### config.mk
export PLATFORM = sky130hd
export DESIGN_NAME = tlpt_ctrl
export DESIGN_NICKNAME = d
export VERILOG_FILES = /design/src/rtl/core/tlpt_pkg.sv /design/src/rtl/core/tlpt_ctrl.sv
export SDC_FILE = /design/constraint.sdc
export NUM_CORES = 1
export LEC_CHECK = 0
export ABC_AREA = 1
export BUFFER_PORTS_ARGS = -buffer_cell sky130_fd_sc_hd__buf_4
export CAP_MARGIN = 20
export CORE_AREA = 2 2 39 41
export CTS_CLUSTER_DIAMETER = 150
export DETAILED_ROUTE_END_ITERATION = 16
export DIE_AREA = 0 0 41 43
export GPL_ROUTABILITY_DRIVEN = 0
export HOLD_SLACK_MARGIN = 0.15
export SLEW_MARGIN = 20
export SYNTH_ARGS = -nofsm -noshare
export SYNTH_HDL_FRONTEND = slang
export SYNTH_SLANG_ARGS = --single-unit
### constraint.sdc
create_clock -name clk -period 1.6 [get_ports clk]
set_clock_uncertainty 0.05 [all_clocks]
set_input_delay 0.16 -clock clk [delete_from_list [all_inputs] [get_ports clk]]
set_output_delay 0.16 -clock clk [all_outputs]
set_load 0.005 [all_outputs]
### src/rtl/core/tlpt_pkg.sv
// shared types, constants and codes of the two-level page table engine
package tlpt_pkg;

  // fixed geometry of the directory and of one second-level table
  localparam int DIR_COUNT         = 1024;
  localparam int DIR_IDX_W         = 10;
  localparam int ENTRIES_PER_TABLE = 1024;
  localparam int TBL_IDX_W         = 10;
  // one sweep counter serves the directory clear and the table zeroing
  localparam int SWEEP_W           = 10;
  localparam int DEF_TABLE_SLOTS   = 8;

  // stream payload widths
  localparam int IN_DATA_W  = 80;
  localparam int IN_USER_W  = 2;
  localparam int OUT_DATA_W = 32;
  localparam int OUT_USER_W = 1;

  // request codes
  localparam logic [1:0] OP_MAP   = 2'd0;
  localparam logic [1:0] OP_UNMAP = 2'd1;
  localparam logic [1:0] OP_XLATE = 2'd2;

  // leaf entry flag bits
  localparam logic [11:0] FLAG_PRESENT = 12'h001;

  // directory entry flag bits (slot number sits above them)
  localparam logic [2:0] DIR_PRESENT  = 3'b001;
  localparam logic [2:0] DIR_WRITABLE = 3'b010;
  localparam logic [2:0] DIR_USER     = 3'b100;

  typedef enum logic [2:0] {
    ST_CLEAR,
    ST_IDLE,
    ST_DECIDE,
    ST_ZERO,
    ST_LEAF_WR,
    ST_LEAF_CHK,
    ST_DONE
  } state_t;

  // how the result registers are updated
  typedef enum logic [1:0] {
    RES_HOLD,
    RES_FAIL,
    RES_PASS,
    RES_LEAF
  } res_kind_t;

  typedef struct packed {
    logic      load_req;
    logic      dir_rd;
    logic      dir_clear_wr;
    logic      dir_alloc_wr;
    logic      dir_merge_wr;
    logic      slot_ld;
    logic      pool_zero_wr;
    logic      pool_leaf_wr;
    logic      cnt_clr;
    logic      cnt_inc;
    res_kind_t res_kind;
    logic      load_out;
  } cmd_t;

  typedef struct packed {
    logic [1:0] op;
    logic       dir_present;
    logic       pool_full;
    logic       cnt_last;
    logic       out_free;
  } status_t;

endpackage

### src/rtl/core/tlpt_ctrl.sv
// controller state machine of the two-level page table engine
module tlpt_ctrl
  import tlpt_pkg::*;
(
  input  logic    clk,
  input  logic    rst,
  input  logic    s_tvalid,
  output logic    s_tready,
  input  status_t status,
  output cmd_t    cmd
);

  state_t state;
  state_t state_next;

  // state register, directory clear runs first after reset
  always_ff @(posedge clk) begin
    if (rst) begin
      state <= ST_CLEAR;
    end else begin
      state <= state_next;
    end
  end

  // next state and commands
  always_comb begin
    state_next = state;
    cmd        = '0;
    s_tready   = 1'b0;
    unique case (state)
      ST_CLEAR: begin
        cmd.dir_clear_wr = 1'b1;
        cmd.cnt_inc      = 1'b1;
        if (status.cnt_last) begin
          state_next = ST_IDLE;
        end
      end
      ST_IDLE: begin
        s_tready   = 1'b1;
        cmd.dir_rd = 1'b1;
        if (s_tvalid) begin
          cmd.load_req = 1'b1;
          state_next   = ST_DECIDE;
        end
      end
      ST_DECIDE: begin
        cmd.slot_ld = 1'b1;
        priority if (status.op == OP_MAP) begin
          if (status.dir_present) begin
            cmd.dir_merge_wr = 1'b1;
            state_next       = ST_LEAF_WR;
          end else if (status.pool_full) begin
            cmd.res_kind = RES_FAIL;
            state_next   = ST_DONE;
          end else begin
            cmd.dir_alloc_wr = 1'b1;
            cmd.cnt_clr      = 1'b1;
            state_next       = ST_ZERO;
          end
        end else if (status.op == OP_UNMAP) begin
          if (status.dir_present) begin
            state_next = ST_LEAF_WR;
          end else begin
            cmd.res_kind = RES_FAIL;
            state_next   = ST_DONE;
          end
        end else if (status.op == OP_XLATE) begin
          if (status.dir_present) begin
            state_next = ST_LEAF_CHK;
          end else begin
            cmd.res_kind = RES_FAIL;
            state_next   = ST_DONE;
          end
        end else begin
          cmd.res_kind = RES_FAIL;
          state_next   = ST_DONE;
        end
      end
      ST_ZERO: begin
        cmd.pool_zero_wr = 1'b1;
        cmd.cnt_inc      = 1'b1;
        if (status.cnt_last) begin
          state_next = ST_LEAF_WR;
        end
      end
      ST_LEAF_WR: begin
        cmd.pool_leaf_wr = 1'b1;
        cmd.res_kind     = RES_PASS;
        state_next       = ST_DONE;
      end
      ST_LEAF_CHK: begin
        cmd.res_kind = RES_LEAF;
        state_next   = ST_DONE;
      end
      ST_DONE: begin
        if (status.out_free) begin
          cmd.load_out = 1'b1;
          state_next   = ST_IDLE;
        end
      end
      default: begin
        state_next = ST_CLEAR;
      end
    endcase
  end

endmodule

==> results of run 1 <==
-- through the flow --
step / hold WS [ps] / instances / util / instance area, sq um
6_report: 264 / 112 / 0.410 / 568
3_5_place_dp: 292 / 107 / 0.380 / 526
4_1_cts: 264 / 112 / 0.406 / 562
5_1_grt: 295 / 112 / 0.410 / 568
2_1_floorplan: 179 / 72 / - / 367
3_3_place_gp: 289 / 107 / 0.380 / 526
-- worst max-delay path: stages, from the launching register on --
cell     delay, ps
dfxtp_1        360
inv_2          100
nand2_2         80
nor2_4         130
inv_1           70
nor3_1         130
buf_4          140
-- layout by cell type (no fill, tap or decap) --
master,instances
clkbuf_4,3
dlygate4sd3_1,1
dfxtp_2,1
dfxtp_1,2
nor2_1,9
buf_4,22
inv_1,11
nand3_1,7
nand2_1,24
nor2_4,1
a21oi_1,4
inv_2,2
nor3_1,2
nor2_2,3
clkbuf_1,1
nand4_1,1
nand2_2,1
o21ai_1,1
-- power groups by stage --
stage	Sequential, uW	Clock [uW]	Combinational (uW)
final	168	135	589
after global placement	165	0	591
after floorplan	139	0	400
after global routing	178	145	678
after CTS	163	138	592
after detailed placement	165	0	587
-- Yosys cell counts --
cell type | instances | area share
nor2_2 | 4 | 0.068
buf_4 | 2 | 0.041
nand2_2 | 1 | 0.017
inv_2 | 2 | 0.020
a21oi_1 | 4 | 0.055
nor3_1 | 2 | 0.027
dfxtp_1 | 3 | 0.16
buf_6 | 1 | 0.031
nand3_1 | 7 | 0.096
o21ai_0 | 1 | 0.014
inv_1 | 11 | 0.11
nand2_1 | 24 | 0.25
nand4_1 | 1 | 0.017
nor2_1 | 9 | 0.092
-- routing by layer --
| layer | wire, um | track usage | vias up |
|---|---|---|---|
| met2 | 491 | 0.203 | 20 |
| li1 | - | - | 267 |
| met1 | 401 | 0.153 | 204 |
| met3 | 73 | 0.0314 | 2 |
| met5 | 0 | 0 | - |
| met4 | 12 | 0.0800 | 0 |
-- cell families (layout without fill, tap and decap cells) --
logic type / Yosys count / count (layout) / synth area share
and+or+nand+nor: 48 / 48 / 0.563
AOI/OAI and AO/OA: 5 / 5 / 0.0682
buffers and inverters: 16 / 40 / 0.205
DFF: 3 / 3 / 0.164
-- worst paths after layout --
| check | startpoint | to | slack [ps] | cells past startpoint |
|---|---|---|---|---|
| hold / removal | status[0] | state[2] | 260 | 4 |
| setup reg to reg | state[2] | state[0] | 380 | 6 |
| setup / recovery | state[0] | cmd[8] | 160 | 6 |
| hold reg to reg | state[1] | state[1] | 480 | 2 |
-- repair_timing --
action                                  CTS  global route
endpoints found under the hold margin     3             0
hold buffers                              1             0
endpoints found under the setup margin    0             4
gates resized for setup                   0             3
-- area by class of cell --
cell class,instances,area (sq um)
fillers,184,816
flip-flops and latches,3,61.3
clock buffers,4,26.3
repair buffers,23,175
multi-input cells,53,236
well taps,16,20.0
inverters,13,48.8
==> impl_metrics.toml, run 1 <==
[cts]
clk_latency_ps = 240
post_cts_buffers = 0
cts_num_sinks = 3
clock_path_buffers = 2
cts-root-buf = "clkbuf_4"
cts_tree = "built"
cts-htree-levels = 1
cts_buffers = 3
path_clk_slew_ps = 40

[final_layout]
top_regs = "state (3)"
syn_to_final_growth_pct = 54.9
finalNetCount = 106
drive_gt1_frac = 0.344
largest_register_ffs = 3
top_register = "state"
antenna_cells = 0

[yosys]
synth_area_per_cell_sq_um = 5.09
syn-instance-count = 72
seq_area_frac_synth = 0.164
syn_nets = 81
ys_ff_latch = 3
syn_area_sq_um = 367
ys.warnings.count = 0
ys_types = 14

[sta]
max_freq_mhz = 692
rsz0062_at_grt = "false"
setup_ws_ps = 155
post-route-period-util = 0.903
worstMarginPinSlew_ps = 274
period_needed_ps = 1440
setup_viol = 0
final_max_slew_viol_count = 0
slew_headroom = 0.817
hold_viol = 0
fin_setup_tns_ps = 0

[pwr]
seqPwrFrac = 0.189
p_sw_uw = 411
internal-power_uw = 482
power_frac_clock = 0.152
p_leak_uw = 0.000326
power_uw = 893
comb_power_share = 0.660
power-per-cell-area_mw_per_mm2 = 1570
ir_drop_mv = 0.548
swShare = 0.460

[worst_setup_path]
arrival_ps = 1230
crit_required_ps = 1390
crit_fanout = 6
criticalPathCategory = "flop to primary output"
critPathLaunchType = "flop"
critPathCaptureType = "primary output"

[die]
dieWidth_um = 41
dieArea_sq_mm = 0.00176
io_pins = 23
rows = 14
die_y_um = 43
coreArea_sq_mm = 0.00138
start_util = 0.265

[placed_design]
hpwl_um = 813
place_ws_ps = 269
io_buffers = 22

[drt]
wl_per_cell_um = 8.74
ant_nets = 0
first_iter_violations = 6
vias_per_cell = 4.40
drtPass1Iterations = 4
drc = 0
via_count = 493
wirelength_um = 979

[status]
outcome = "finished clean"

[flow_run]
maxCapViolations = 0

[grt]
grt.total_usage = 0.131
gr-total-overflow = 0
grt_first_pass_wirelength_mm = 1.58
grt_pass1_vias = 421
antenna_found_initial = 0
grt_max_degree = 9

[min_path]
hold_class = "input port to flop"
No activity file was read; power rests on OpenSTA's default activity.
==> run 2: changes to the inputs <==
--- a/config.mk
+++ b/config.mk
@@ -9,10 +9,10 @@
 export BUFFER_PORTS_ARGS = -buffer_cell sky130_fd_sc_hd__buf_4
 export CAP_MARGIN = 20
 export CORE_AREA = 2 2 39 41
+export CTS_BUF_LIST = sky130_fd_sc_hd__clkbuf_8
 export CTS_CLUSTER_DIAMETER = 150
 export DETAILED_ROUTE_END_ITERATION = 16
 export DIE_AREA = 0 0 41 43
-export GPL_ROUTABILITY_DRIVEN = 0
 export HOLD_SLACK_MARGIN = 0.15
 export SLEW_MARGIN = 20
 export SYNTH_ARGS = -nofsm -noshare
==> constraint.sdc (replaced) <==
create_clock -name clk -period 1.6 [get_ports clk]
set_clock_uncertainty 0.05 [all_clocks]
set_input_delay 0.32 -clock clk [delete_from_list [all_inputs] [get_ports clk]]
set_output_delay 0.32 -clock clk [all_outputs]
set_load 0.005 [all_outputs]
==> impl_metrics.toml, run 2 (synthesized netlist as in run 1, its figures left out) <==
[status]
outcome = "finished clean"

[pwr]
power_uw = 1070
power-per-cell-area_mw_per_mm2 = 1700
p_leak_uw = 0.000355
ir_drop_mv = 0.736

[placed_design]
io_buffers = 22
hpwl_um = 846
dp.cells = 108
place_congestion = 0.774

[final_layout]
top_regs = "state (3)"
finalNonFillerCells = 114
final_cell_mix = "buf_4 (25), nand2_1 (23), inv_1 (11), nor2_1 (7), nand3_1 (7)"
fillers = 162
syn_to_final_growth_pct = 70.6
top_register = "state"
antenna_cells = 0
finalNetCount = 108
drive_gt1_frac = 0.429
final_common_cell = "buf_4"
largest_register_ffs = 3
final_core_util = 0.452

[sta]
rsz0062_at_grt = "true"
slew_headroom = 0.805
final_max_slew_viol_count = 0
hold_viol = 0
setup_viol = 0
whs_ps = 225
fin_setup_tns_ps = 0
period_needed_ps = 1560
post-route-period-util = 0.973
max_freq_mhz = 642
worstMarginPinSlew_ps = 292

[cts]
clock_path_buffers = 2
cts-root-buf = "clkbuf_8"
cts_tree = "built"
cts_num_sinks = 3
path_clk_slew_ps = 30
clk_latency_ps = 220
cts-htree-levels = 1
cts_buffers = 3

[grt]
grt.total_usage = 0.131
gr-total-overflow = 0
grt_first_pass_wirelength_mm = 1.57
grt_max_degree = 8
antenna_found_initial = 0
grt_pass1_vias = 436

[drt]
vias_per_cell = 4.36
ant_nets = 0
drc = 0
drtPass1Iterations = 3
wl_per_cell_um = 9.30
first_iter_violations = 2
via_count = 497
wirelength_mm = 1.06

[die]
die_y_um = 43
dieWidth_um = 41
rows = 14
dieArea_sq_mm = 0.00176
io_pins = 23
start_util = 0.265
coreArea_sq_mm = 0.00138

[flow_run]
maxCapViolations = 0

[worst_setup_path]
path_cells = "inv_4 -> nand2_4 -> nor2_4 -> nand2_2 -> o21ai_2 -> buf_4"
worst_path_largest_cell_delay_ps = 350
criticalPathCategory = "flop to primary output"
crit_fanout = 5
critPathLaunchType = "flop"
slowest_stage = "dfxtp_4"
critPathCaptureType = "primary output"
arrival_ps = 1190
crit_required_ps = 1230

[min_path]
hold_class = "input port to flop"
run 2: changes by cell type in the layout (fill, tap and decap cells not counted), sizes merged:
| cell | change |
|---|---|
| dlygate4sd3 | -1 |
| clkbuf | -1 |
| inv | +1 |
| buf | +3 |
run 2: stage by stage:
stage	setup WS [ps]	area (sq um)
2_1_floorplan	240	367
3_3_place_gp	209	533
3_5_place_dp	167	533
4_1_cts	14.6	584
5_1_grt	-13.9	626
6_report	43.1	626
run 2: critical path, delay by kind of cell (launching register included):
kind,cells,cell delay [ps]
and+or+nand+nor,3,320
DFF,1,350
buffers and inverters,2,180
AOI/OAI and AO/OA,1,130
run 2: routing by layer:
layer | vias up | global-route usage | share of wire
li1 | 271 | - | -
met1 | 203 | 0.141 | 0.40
met2 | 19 | 0.222 | 0.50
met3 | 4 | 0.0157 | 0.075
met4 | 0 | 0.0800 | 0.021
met5 | - | 0 | 0
run 2: where the power goes:
group	total (uW)	switching (uW)	internal [uW]
Sequential	166	50.7	115
Combinational	687	359	328
Clock	213	49.9	163
run 2: what timing repair did:
| item | in CTS | in global routing |
|---|---|---|
| setup endpoints to repair | 4 | 4 |
| gates cloned | 0 | 0 |
| hold buffers | 0 | 0 |
| setup buffers | 0 | 2 |
| pin swaps | 0 | 3 |
| resized for setup | 2 | 10 |
run 2: cell type report:
cell class | count | area (sq um) | area share
inverters | 13 | 51.3 | 0.0820
well taps | 16 | 20.0 | 0.0320
flip-flops and latches | 3 | 63.8 | 0.102
repair buffers | 25 | 188 | 0.300
clock buffers | 3 | 41.3 | 0.0660
multi-input cells | 53 | 258 | 0.412
clock inverters | 1 | 3.75 | 0.00600
run 2: worst paths after layout:
check             depth (start not counted)       end  slack, ps      from
setup reg to reg                          8  state[1]        320  state[1]
hold reg to reg                           3  state[0]        600  state[0]
setup / recovery                          6    cmd[1]         40  state[0]
hold / removal                            2  state[2]        220       rst
==> run 3: changes to the inputs <==
--- a/config.mk
+++ b/config.mk
@@ -6,15 +6,15 @@
 export NUM_CORES = 1
 export LEC_CHECK = 0
 export ABC_AREA = 1
-export BUFFER_PORTS_ARGS = -buffer_cell sky130_fd_sc_hd__buf_4
 export CAP_MARGIN = 20
 export CORE_AREA = 2 2 39 41
 export CTS_BUF_LIST = sky130_fd_sc_hd__clkbuf_8
 export CTS_CLUSTER_DIAMETER = 150
 export DETAILED_ROUTE_END_ITERATION = 16
 export DIE_AREA = 0 0 41 43
+export DONT_BUFFER_PORTS = 1
 export HOLD_SLACK_MARGIN = 0.15
-export SLEW_MARGIN = 20
+export REMOVE_ABC_BUFFERS = 1
 export SYNTH_ARGS = -nofsm -noshare
 export SYNTH_HDL_FRONTEND = slang
 export SYNTH_SLANG_ARGS = --single-unit
==> impl_metrics.toml, run 3 (synthesized netlist as in run 1, its figures left out) <==
[grt]
grt_max_degree = 8
antenna_found_initial = 0
grt_first_pass_wirelength_mm = 1.43
grt_pass1_vias = 388
gr-total-overflow = 0
grt.total_usage = 0.112

[sta]
setup_ws_ps = 88.0
setup_viol = 0
rsz0062_at_grt = "true"
worstMarginPinSlew_ps = 289
final_max_slew_viol_count = 0
max_freq_mhz = 661
hold_viol = 0
slew_headroom = 0.807
whs_ps = 353
period_needed_ps = 1510
post-route-period-util = 0.945

[worst_setup_path]
worst-path-buf-inv = 2
path_cells = "inv_2 -> nand2_2 -> nor2_4 -> inv_1 -> nor3_1"
slowest_stage = "dfxtp_1"
crit_family = "simple AND/OR/NAND/NOR gates"
r2r-start = "state[2]"
crit_required_ps = 1230
critPathCaptureType = "primary output"
crit_fanout = 6
critPathLaunchType = "flop"
arrival_ps = 1140
criticalPathCategory = "flop to primary output"
startpoint = "state[0]"
worst_path_largest_cell_delay_ps = 350

[final_layout]
largest_register_ffs = 3
finalNetCount = 85
final_common_cell = "nand2_1"
antenna_cells = 0
syn_to_final_growth_pct = 18.1
final_cell_mix = "nand2_1 (24), inv_1 (12), nor2_1 (9), nand3_1 (7), a21oi_1 (4)"
top_register = "state"
drive_gt1_frac = 0.173
final_core_util = 0.313
finalNonFillerCells = 91
top_regs = "state (3)"

[cts]
cts_tree = "built"
path_clk_slew_ps = 30
cts-htree-levels = 1
post_cts_buffers = 0
cts-root-buf = "clkbuf_8"
cts_num_sinks = 3
clock_path_buffers = 2
cts_buffers = 3
clk_latency_ps = 210

[placed_design]
dp.cells = 86
place_congestion = 0.787
place_ws_ps = 191
hpwl_um = 753
io_buffers = 0

[drt]
wirelength_um = 879
via_count = 406
wl_per_cell_um = 9.66
drc = 0
vias_per_cell = 4.46
ant_nets = 0
drtPass1Iterations = 2
first_iter_violations = 1

[die]
rows = 14
dieArea_sq_mm = 0.00176
start_util = 0.265
coreArea_sq_mm = 0.00138
die_y_um = 43
dieWidth_um = 41
io_pins = 23

[pwr]
p_leak_uw = 0.000233
power_uw = 814
ir_drop_mv = 0.723
power-per-cell-area_mw_per_mm2 = 1880

[min_path]
min-delay-start = "status[4]"
hold_class = "input port to flop"

[status]
outcome = "finished clean"

[flow_run]
maxCapViolations = 0
## run 3: changes by cell type in the layout (fill, tap and decap cells not counted), sizes merged
cell,delta
dlygate4sd3,+1
buf,-24
## run 3: per-stage QoR
stage | instance area [sq um] | TNS [ps]
2_1_floorplan | 340 | 0
5_1_grt | 433 | -2.24
3_5_place_dp | 368 | 0
6_report | 433 | 0
3_3_place_gp | 368 | 0
4_1_cts | 428 | 0
## run 3: layout make-up
| class | instances | area, sq um |
|---|---|---|
| Clock inverter | 1 | 3.75 |
| Tap cell | 16 | 20.0 |
| Multi-Input combinational cell | 53 | 240 |
| Inverter | 13 | 48.8 |
| Clock buffer | 3 | 41.3 |
| Timing Repair Buffer | 2 | 17.5 |
| Sequential cell | 3 | 61.3 |
| Fill cell | 167 | 951 |
## run 3: what timing repair did
action                                 in CTS  in global routing
setup endpoints to repair                   1                  4
endpoints found under the hold margin       3                  0
hold buffers                                1                  0
pin swaps                                   0                  0
resized for setup                           1                  3
## run 3: power breakdown
part | internal, uW | switching (uW)
Combinational | 148 | 295
Sequential | 109 | 53.2
Clock | 163 | 46.8
## run 3: worst paths after layout
| kind | slack [ps] | end | cells past startpoint |
|---|---|---|---|
| min | 350 | state[0] | 5 |
| max reg2reg | 350 | state[1] | 6 |
| min reg2reg | 460 | state[1] | 2 |
| max | 90 | cmd[8] | 5 |
## run 3: worst min-delay path, cell delays in order
cell	delay, ps
a21oi_1	20
nand3_1	60
nand2_1	50
nand2_1	60
a21oi_1	60
## run 3: layer usage
metal	global-route usage	vias to the layer above	routed length, um
met5	0	-	0
met2	0.178	10	410
met1	0.132	172	392
met4	0.0533	0	0
met3	0.0314	0	77
li1	-	224	-
